[src/sv/assert_macros.svh]
// Assertion macros shared by the plane association RTL.
// Needs nothing else; the checks vanish when SYNTHESIS is defined.
`ifndef ASSERT_MACROS_SVH
`define ASSERT_MACROS_SVH
`ifndef SYNTHESIS
`define ASSERT_ALWAYS(lbl, clk, rst, prop, msg) \
  lbl: assert property (@(posedge clk) disable iff (rst) (prop)) else $error(msg);
`define ASSERT_IMPLIES(lbl, clk, rst, ante, cons, msg) \
  lbl: assert property (@(posedge clk) disable iff (rst) (ante) |-> (cons)) else $error(msg);
`define ASSERT_NEXT(lbl, clk, rst, ante, cons, msg) \
  lbl: assert property (@(posedge clk) disable iff (rst) (ante) |=> (cons)) else $error(msg);
`else
`define ASSERT_ALWAYS(lbl, clk, rst, prop, msg)
`define ASSERT_IMPLIES(lbl, clk, rst, ante, cons, msg)
`define ASSERT_NEXT(lbl, clk, rst, ante, cons, msg)
`endif
`endif

[src/sv/pma_pkg.sv]
// Shared types and constants of the plane map association block.
// No dependencies; used by every module of the block.
package pma_pkg;

  localparam int MAX_PLANES_DEF = 64;

  localparam int NORM_W    = 16;  // Q2.14
  localparam int OFF_W     = 32;  // Q16.16
  localparam int PROD_W    = 2 * NORM_W;
  localparam int DOT_W     = PROD_W + 1;  // sum of three products, Q5.28
  localparam int FRAC_W    = 14;
  localparam int COS_W     = 15;
  localparam int DIST_W    = 31;
  localparam int OUT_IDX_W = 6;
  localparam int DATA_W    = 32;
  localparam int ADDR_W    = 4;

  localparam logic [DIST_W-1:0] DIST_RST     = DIST_W'(6554);
  localparam logic [COS_W-1:0]  SAME_COS_RST = COS_W'(14746);
  localparam logic [COS_W-1:0]  VERT_RST     = COS_W'(1311);
  localparam logic [COS_W-1:0]  PAR_RST      = COS_W'(14746);

  localparam logic [1:0] OP_ADD    = 2'd0;
  localparam logic [1:0] OP_ASSOC  = 2'd1;
  localparam logic [1:0] OP_CLEAR  = 2'd2;

  localparam logic [1:0] REG_DIST     = 2'd0;
  localparam logic [1:0] REG_SAME_COS = 2'd1;
  localparam logic [1:0] REG_VERT     = 2'd2;
  localparam logic [1:0] REG_PAR      = 2'd3;

  typedef struct packed {
    logic signed [NORM_W-1:0] nx;
    logic signed [NORM_W-1:0] ny;
    logic signed [NORM_W-1:0] nz;
    logic signed [OFF_W-1:0]  off;
  } plane_t;

  typedef struct packed {
    logic mul_en;    // register a*b
    logic acc_load;  // acc = product
    logic acc_add;   // acc += product
  } dot_ctrl_t;

  typedef enum logic [3:0] {
    S_IDLE,
    S_FETCH,
    S_MX,
    S_MY,
    S_MZ,
    S_SUM,
    S_TEST,
    S_FINISH,
    S_DONE
  } state_t;

endpackage

[src/sv/pma_dot.sv]
// Shared multiply-accumulate unit: one 16x16 product a cycle into a 33-bit sum.
// Depends on pma_pkg for widths and the control word.
module pma_dot (
  input  logic                                clk,
  input  pma_pkg::dot_ctrl_t                  ctrl,
  input  logic signed [pma_pkg::NORM_W-1:0]   a,
  input  logic signed [pma_pkg::NORM_W-1:0]   b,
  output logic signed [pma_pkg::DOT_W-1:0]    acc
);
  import pma_pkg::*;

  logic signed [PROD_W-1:0] prod;
  logic signed [DOT_W-1:0]  prod_ext;

  assign prod_ext = {prod[PROD_W-1], prod};

  always_ff @(posedge clk) begin
    if (ctrl.mul_en) begin
      prod <= a * b;
    end
    if (ctrl.acc_load) begin
      acc <= prod_ext;
    end else if (ctrl.acc_add) begin
      acc <= acc + prod_ext;
    end
  end

endmodule
[config.mk]
export PLATFORM = sky130hd
export DESIGN_NAME = pma_dot
export DESIGN_NICKNAME = d
export VERILOG_FILES = /design/src/sv/assert_macros.svh /design/src/sv/pma_pkg.sv /design/src/sv/pma_dot.sv
export SDC_FILE = /design/constraint.sdc
export NUM_CORES = 1
export LEC_CHECK = 0
export ABC_AREA = 1
export BUFFER_PORTS_ARGS = -buffer_cell sky130_fd_sc_hd__buf_2
export CAP_MARGIN = 5
export CORE_ASPECT_RATIO = 2
export CORE_MARGIN = 2
export CORE_UTILIZATION = 40
export CTS_BUF_LIST = sky130_fd_sc_hd__clkbuf_8 sky130_fd_sc_hd__clkbuf_16
export CTS_CLUSTER_DIAMETER = 80
export DETAILED_ROUTE_END_ITERATION = 10
export GPL_ROUTABILITY_DRIVEN = 1
export MAX_ROUTING_LAYER = met4
export PLACE_DENSITY = 0.57
export SLEW_MARGIN = 20
export SYNTH_ARGS = -nofsm -noshare
export SYNTH_HDL_FRONTEND = slang
export SYNTH_SLANG_ARGS = --single-unit
[constraint.sdc]
create_clock -name clk -period 9.2 [get_ports clk]
set_input_delay 1.84 -clock clk [delete_from_list [all_inputs] [get_ports clk]]
set_output_delay 1.84 -clock clk [all_outputs]
set_load 0.02 [all_outputs]
Yosys cells after proc, flatten, opt, wreduce, memory -nomap -nowiden
Cells that the tools add are included.
- add/sub/neg operators: 1
- multipliers: 1
- divide/modulo/power cells: 0
- order comparisons: 0
- equal/unequal tests: 0
- shifts and indexed selects: 0
- multiplexer cells: 2
- bitwise gates (word level): 0
- reduce and logical (&&, ||, !) cells: 1
- operators with widths (cell ; count):
    33-bit two-way mux ; 2
    33-bit by 32-bit adder with 33-bit output ; 1
    16-bit by 16-bit multiplier with 32-bit output ; 1
    2-bit nonzero test ; 1
- register bits after elaboration: 65
- bits in latches: 0
- memory bits (writable): 0
- ROM bits: 0
- input bits: 36
- output and inout bits: 33
- logic and storage cells: 7
- memories kept: 0

Logic depth before layout (Yosys ltp)
Gate-level depths: netlist of the first run.
- depth in word-level cells: 3
- depth in mapped cells: 25
- depth with buffers taken out: 23

Worst setup path before layout of the first run
Ideal clock, no wire load.
- path type: input port to flip-flop
- start: input port b[5] in the netlist's numbering
- end: register prod[29] (data pin)
- setup time: 0.253 ns
- arrival: 6.796 ns
- data required time: 8.947 ns
- path slack: 2.152 ns
- stages on the path: 20
- path buffers: 2
- path through: clkbuf_1 > clkbuf_1 > nand2_1 > fa_1 > inv_1 > fa_1 > inv_1 > fa_1 > fa_1 > fa_1 > fa_1 > inv_1 > ha_1 > nand2_1 > nor2_1 > nand2_1 > nor3_1 > o21ai_0 > nand4_1 > nand2_1
- word-level cells in the longest chain between the ends: 1
- RTL lines (element ; RTL line ; source):
    from (decl) ; pma_dot.sv:7 ; input logic signed [pma_pkg::NORM_W-1:0] b,
    16-bit by 16-bit multiplier with 32-bit output ; pma_dot.sv:19 ; prod <= a * b;
    to (signal assigned) ; pma_dot.sv:19 ;
    to (decl) ; pma_dot.sv:12 ; logic signed [PROD_W-1:0] prod;
No other way between the ends.
A chain may end at the register's enable or synchronous reset.

Final worst setup path of the first run
- start: input port b[1] in the netlist's numbering
- end: register prod[23] (data pin)
The elaborated chain is that of the path after synthesis.

==> results.md, run 1 <==
* Status: completed
* Antenna cells at 0
* Worst Tran Pin Value at 1.04 ns
* Arr. time, crit path at 7.60 ns
* Routability Congestion at around 0.95
* Hold path start: prod[14]$_DFFE_PP_
* CTS Hold Buffers Added at 0
* Fin. Hold Viols at 0
* Worst-Skew Late Latency at 0.35 ns
* Clock skew at 0.00700 ns
* Crit path max fanout at 16
* Synth Instances at approximately 2,000
* MaxCap Viol Count at 0
* Die Ht at 280 µm
* Worst min-delay path class: flip-flop to flip-flop
* CTS sink count at 65
* Number of global-route vias before repair at 14,100
* Root Buffer: clkbuf_16
* Gr usage total at 24.8%
* Final setup viols at 0
* Bufs on Longest Clock Path at 2
* Routed Antenna Nets at 0
* Cells taking the most area after synthesis: fa_1, nand2_1, inv_1
* Initial Util at 40.4%
* Clock transition at path regs at 0.05 ns
* Setup CP Type: primary input to flip-flop
* Required @ worst endpoint at 9.30 ns
* Die Width at between 100 and 150 µm
* WHS Endpoint: acc[14]$_DFFE_PP_
* RSZ-0062 raised after global routing: no
* Crit. End Element: flip-flop
* EDFF count, synth at 65
* Total CTS buffers at 9
* First DRT Iteration DRCs at 391
* Worst rel slew slack at 30.5%
* Fin crit period at 7.50 ns
* Wire per inst at 18.1 µm
* Post-Syn Area at 15,300 µm²
* Post-synth ARST share at 0%
* First-pass GRT wire length at between 70 and 80 mm
* Post-Route Setup TNS at 0 ns
* Yosys cell types at 35
* Maximum clock rate at about 130 MHz
* Max-slew violations at 0
* Row count at 101
* CTS tree: done
* Worst Hold Path Cells at 2
* Io pins at 69
* Reg2reg path depth at 15
* Flops & latches, synth at 65
* Antenna violations before repair at 0
* Sequential share of the synthesized area at 12.8%
* Period utilization at 81.6%
* Area Overhead vs Synth at 6.55%
* Drt pass-1 iters at 4
* Syn Area/Cell at 7.52 µm²
* Area leader, netlist: fa_1
* Total gr overflow at 0
* Post-CTS Repair Setup Buffers at 0
* Post_cts resized at 0
* Launch point of the worst reg-to-reg path: acc[0]$_DFFE_PP_
* Startpoint type of the worst setup path: primary input
* WL final at 45.5 mm
* Area share of the largest cell type after synthesis at 34.5%
* Number of buffers added on ports at between 60 and 70
* Reg-to-reg slack, setup at 6.73 ns
* Largest net degree at the start of global routing at 46
* Yosys Warn Count at 0
* Layout cells sized above 1 at between 5 and 6%
* Fill cell count at 3,919
* Via count at 12,500
* Die area at 39,900 µm²
* H-tree depth at 3
* Reg-to-reg endpoint: acc[20]$_DFFE_PP_
* # DRC at 0
* Synth Flop Type: edfxtp_1
* Routed vias/inst at 4.97
* Post-Syn Nets at ~2,400
* Detailed Place HPWL at 38.9 mm
* Core ar. at 37,800 µm²
* Net count, final at between 2,000 and 2,500
==> per-stage QoR <==
| step | cell area, µm² | utilization, % | hold WS [ns] | instances | setup slack, ns |
|---|---|---|---|---|---|
| floorplan | 15300 | - | 0.524 | 2030 | 2.15 |
| global placement | 15900 | 42.2 | 0.540 | 2496 | 1.33 |
| detailed placement | 15900 | 42.2 | 0.547 | 2496 | 1.33 |
| CTS | 16300 | 43.1 | 0.561 | 2512 | 1.69 |
| global route | 16300 | 43.1 | 0.591 | 2512 | 1.44 |
| finish | 16300 | 43.1 | 0.555 | 2512 | 1.70 |
==> cell usage after synthesis (7+ instances only) <==
master,count
nand4_1,14
fa_1,263
nand3b_1,7
nor2_1,84
clkbuf_1,62
ha_1,114
o21bai_1,8
xnor2_1,14
nand2_1,602
or2_2,7
o21ai_0,28
nor3_1,7
xor2_1,24
nand2_2,15
a21oi_1,57
edfxtp_1,65
nand3_1,68
inv_1,549
==> critical path: stages <==
cell and delay, ns:
buf_2 0.32, nand2_1 0.16, inv_1 0.15, fa_1 0.55
fa_1 0.86, fa_1 0.52, fa_1 0.50, fa_1 0.49
inv_1 0.05, fa_1 0.47, inv_1 0.04, ha_1 0.34
a21oi_1 0.24, o21ai_0 0.20, a21oi_1 0.42, nand3_1 0.24
xor2_1 0.19
==> how the worst max path moves through the flow <==
stage / start / slack [ns] / end / depth (start not counted)
2_1_floorplan: b[5] / 2.15 / prod[29]$_DFFE_PP_ / 20
3_3_place_gp: b[1] / 1.33 / prod[23]$_DFFE_PP_ / 17
3_5_place_dp: b[1] / 1.33 / prod[23]$_DFFE_PP_ / 17
4_1_cts: b[1] / 1.69 / prod[23]$_DFFE_PP_ / 17
5_1_grt: b[1] / 1.44 / prod[23]$_DFFE_PP_ / 17
6_report: b[1] / 1.70 / prod[23]$_DFFE_PP_ / 17
==> cell type report <==
class                   instances  area [µm²]  share of cell area [%]
repair buffers                 68         340                    2.09
flip-flops and latches         65        1950                    12.0
inverters                     551        2070                    12.7
multi-input cells            1349       11000                    67.6
well taps                     463         579                    3.56
clock inverters                 7         111                   0.684
clock buffers                   9         225                    1.38
==> registers in the layout (all words and copies together) (netlist names) <==
register	flops
acc	33
prod	32
==> placed cells by master, fill, tap and decap left out, types with 15 or more instances in the layout <==
| master | count |
|---|---|
| nor2_1 | 84 |
| fa_1 | 263 |
| o21ai_0 | 28 |
| a21oi_1 | 57 |
| nand2_2 | 15 |
| inv_1 | 551 |
| nand2_1 | 602 |
| nand3_1 | 68 |
| buf_2 | 68 |
| edfxtp_1 | 65 |
| ha_1 | 114 |
| xor2_1 | 24 |
==> metal layers <==
metal / up-vias / global-route usage (%) / wire length (µm)
met5: - / - / 0
li1: 5955 / - / -
met2: 290 / 50.5 / 27000
met3: 162 / 1.66 / 1030
met1: 6077 / 20.8 / 14300
met4: 0 / 15.8 / 3210
==> cells by family (layout without fill, tap and decap cells) <==
logic type	count (synthesis)	count (layout)	synth area share, %
compound gates	110	110	3.97
xor+xnor	38	38	2.18
buf+inv	616	635	15.2
fa+ha+maj	377	377	43.8
flops	65	65	12.8
simple gates	824	824	22.1
Power of run 1 is left out: the tool's default activity adds up to more than one toggle a clock period on the data nets, which glitch-free logic cannot reach.
==> run 2: changes to the inputs <==
- clock period: 9.2 -> 7 ns (I/O delays scaled with it)
==> run 2 against run 1 <==
Wire length is 2.4% higher. Count of clock-buffer cells in the layout did not move. Largest cell class unchanged. Final cell count grew 1.5%. Utilization increased by 0.77 points. First-iteration DRC count increased by 14%. Global-route usage rose by 0.72 points. Critical path depth is 2 higher. Highest routed layer unchanged. Critical endpoint is now prod[29]$_DFFE_PP_. Sequential share of layout area is 0.21 points lower. Critical path type unchanged. Via count rose by 0.19%. Design area up 1.8%. Clock skew up 0.0027 ns.
==> results.md, run 2 (synthesis results as in run 1) <==
* Status: completed
* Max-slew violations at 0 (unchanged)
* Period utilization at 95.9%
* Most common cell after layout, fill and taps aside: nand2_1
* Reg-to-reg slack, setup at 4.52 ns (-2.21 ns)
* CP max stage delay at 0.70 ns (-0.16 ns)
* CTS sink count at 65 (unchanged)
* Routability Congestion at 0.943 (-0.32%)
* Via count at 12,500 (+0.19%)
* CP dominant cell by count: fa_1
* Number of buffers added on ports at 68 (unchanged)
* Number of global-route vias before repair at 14,200 (+0.21%)
* Die area at 39,900 µm² (unchanged)
* Arr. time, crit path at 6.80 ns (-0.80 ns)
* Total CTS buffers at 9 (unchanged)
* Post-CTS Repair Setup Buffers at 0 (unchanged)
* Largest net degree at the start of global routing at 46 (unchanged)
* Die Ht at 280 µm (unchanged)
* Most frequent cells in the layout: nand2_1, inv_1, fa_1, ha_1, nor2_1
* # DRC at 0 (unchanged)
* Drt pass-1 iters at 8 (+4)
* Core Util, Final at 43.8% (+0.77 points)
* Routed Antenna Nets at 0 (unchanged)
* Io pins at 69 (unchanged)
* Biggest regs: acc (33), prod (32)
* Reg-to-reg endpoint: acc[20]$_DFFE_PP_
* Crit path max fanout at 7 (-9)
* Sequential cell area at 1950 µm² (unchanged)
* Clock transition at path regs at 0.05 ns (about the same)
* Max reg flops at 33 (unchanged)
* Slowest-stage cell, CP: fa_2
* Fin. Hold Viols at 0 (unchanged)
* CP startpoint: a[15]
* Setup CP Type: primary input to flip-flop
* Min setup slack post-route at 0.287 ns (-1.41 ns)
* Bufs on Longest Clock Path at 2 (unchanged)
* Fill cell count at 3,948 (+0.74%)
* Worst rel slew slack at 29.1% (-1.5 points)
* Routed vias/inst at 4.91 (-1.3%)
* Startpoint type of the worst setup path: primary input
* Die Width at 142 µm (unchanged)
* Worst min-delay path class: flip-flop to flip-flop
* WL final at 46.6 mm (+2.4%)
* Worst Tran Pin Value at 1.06 ns (+0.0211 ns)
* Worst-Skew Late Latency at 0.35 ns (about the same)
* Worst Setup EP: prod[29]$_DFFE_PP_
* Antenna violations before repair at 0 (unchanged)
* Place WS at -0.335 ns (-1.66 ns)
* Total gr overflow at 0 (unchanged)
* CP cell instances: buf_2, nand2_1, fa_1, inv_1, fa_2, inv_1, fa_1, fa_1, fa_1, fa_1, inv_1, ha_1, nand2_1, nor2_1, nand2_1, nor3_1, o21ai_1, nand4_1, nand2_1
* Crit. End Element: flip-flop
* Launch point of the worst reg-to-reg path: acc[0]$_DFFE_PP_
* Row count at 101 (unchanged)
* First DRT Iteration DRCs at 446 (+14%)
* Top reg by flops: acc
* Clock skew at 0.00966 ns (+0.00266 ns)
* Core ar. at 37,800 µm² (unchanged)
* Fin crit period at 6.71 ns
* Net count, final at 2,494 (+1.5%)
* Layout cells sized above 1 at 7.48% (+1.8 points)
* Post-Route Setup TNS at 0 ns (unchanged)
* Root Buffer: clkbuf_16
* MaxCap Viol Count at 0 (unchanged)
* Required @ worst endpoint at 7.09 ns (-2.21 ns)
* Reg2reg path depth at 15 (unchanged)
* RSZ-0062 raised after global routing: no
* CTS Hold Buffers Added at 0 (unchanged)
* Hold path start: prod[30]$_DFFE_PP_
* Antenna cells at 0 (unchanged)
* Area Overhead vs Synth at 8.45%
* Detailed Place HPWL at 40.2 mm (+3.5%)
* Gr usage total at 25.6% (+0.72 points)
* Final setup viols at 0 (unchanged)
* Initial Util at 40.4% (unchanged)
* Multi-input logic area at 11,000 µm² (+0.10%)
* First-pass GRT wire length at 74.1 mm (+2.2%)
* H-tree depth at 3 (unchanged)
* CTS tree: done
* Wire per inst at 18.3 µm (+0.90%)
* Maximum clock rate at 149 MHz
==> run 2: worst max-delay path, delay by kind of cell <==
family                     cells  cell delay [ns]
buffers and inverters          4             0.44
AOI/OAI and AO/OA              1             0.22
adders and majority gates      7             3.63
and+or+nand+nor                7             1.08
==> run 2: final cells by class <==
type                            instances  share of cell area [%]
Clock buffer                            9                    1.36
Clock inverter                          7                   0.529
Inverter                              551                    12.5
Multi-Input combinational cell       1349                    66.5
Sequential cell                        65                    11.8
Tap cell                              463                    3.50
Timing Repair Buffer                  105                    3.88
==> run 2: per-stage QoR <==
| stage | cell area [µm²] | hold slack [ns] | instances |
|---|---|---|---|
| floorplan | 15300 | 0.524 | 2030 |
| global placement | 16200 | 0.536 | 2533 |
| detailed placement | 16200 | 0.550 | 2533 |
| global route | 16600 | 0.575 | 2549 |
| finish | 16600 | 0.559 | 2549 |
| CTS | 16600 | 0.563 | 2549 |
==> run 2: worst min path at each step <==
stage	cells after the start	to	slack (ns)
5_1_grt	2	acc[6]$_DFFE_PP_	0.58
2_1_floorplan	2	acc[0]$_DFFE_PP_	0.52
6_report	2	acc[30]$_DFFE_PP_	0.56
3_3_place_gp	2	acc[0]$_DFFE_PP_	0.54
4_1_cts	2	acc[0]$_DFFE_PP_	0.56
3_5_place_dp	2	acc[0]$_DFFE_PP_	0.55
==> run 2: repair_timing <==
| action | CTS | global route |
|---|---|---|
| hold endpoints to repair | 0 | 0 |
| setup endpoints to repair | 0 | 2 |
| gates resized for setup | 0 | 5 |
==> run 2: metal layers <==
metal / up-vias / track usage (%) / part of all wire (%)
met1: 6021 / 21.5 / 31
li1: 6020 / - / -
met2: 297 / 51.6 / 59
met4: 0 / 16.8 / 8.0
met3: 170 / 1.79 / 2.5
met5: - / - / 0
Power of run 2 is left out for the same reason.
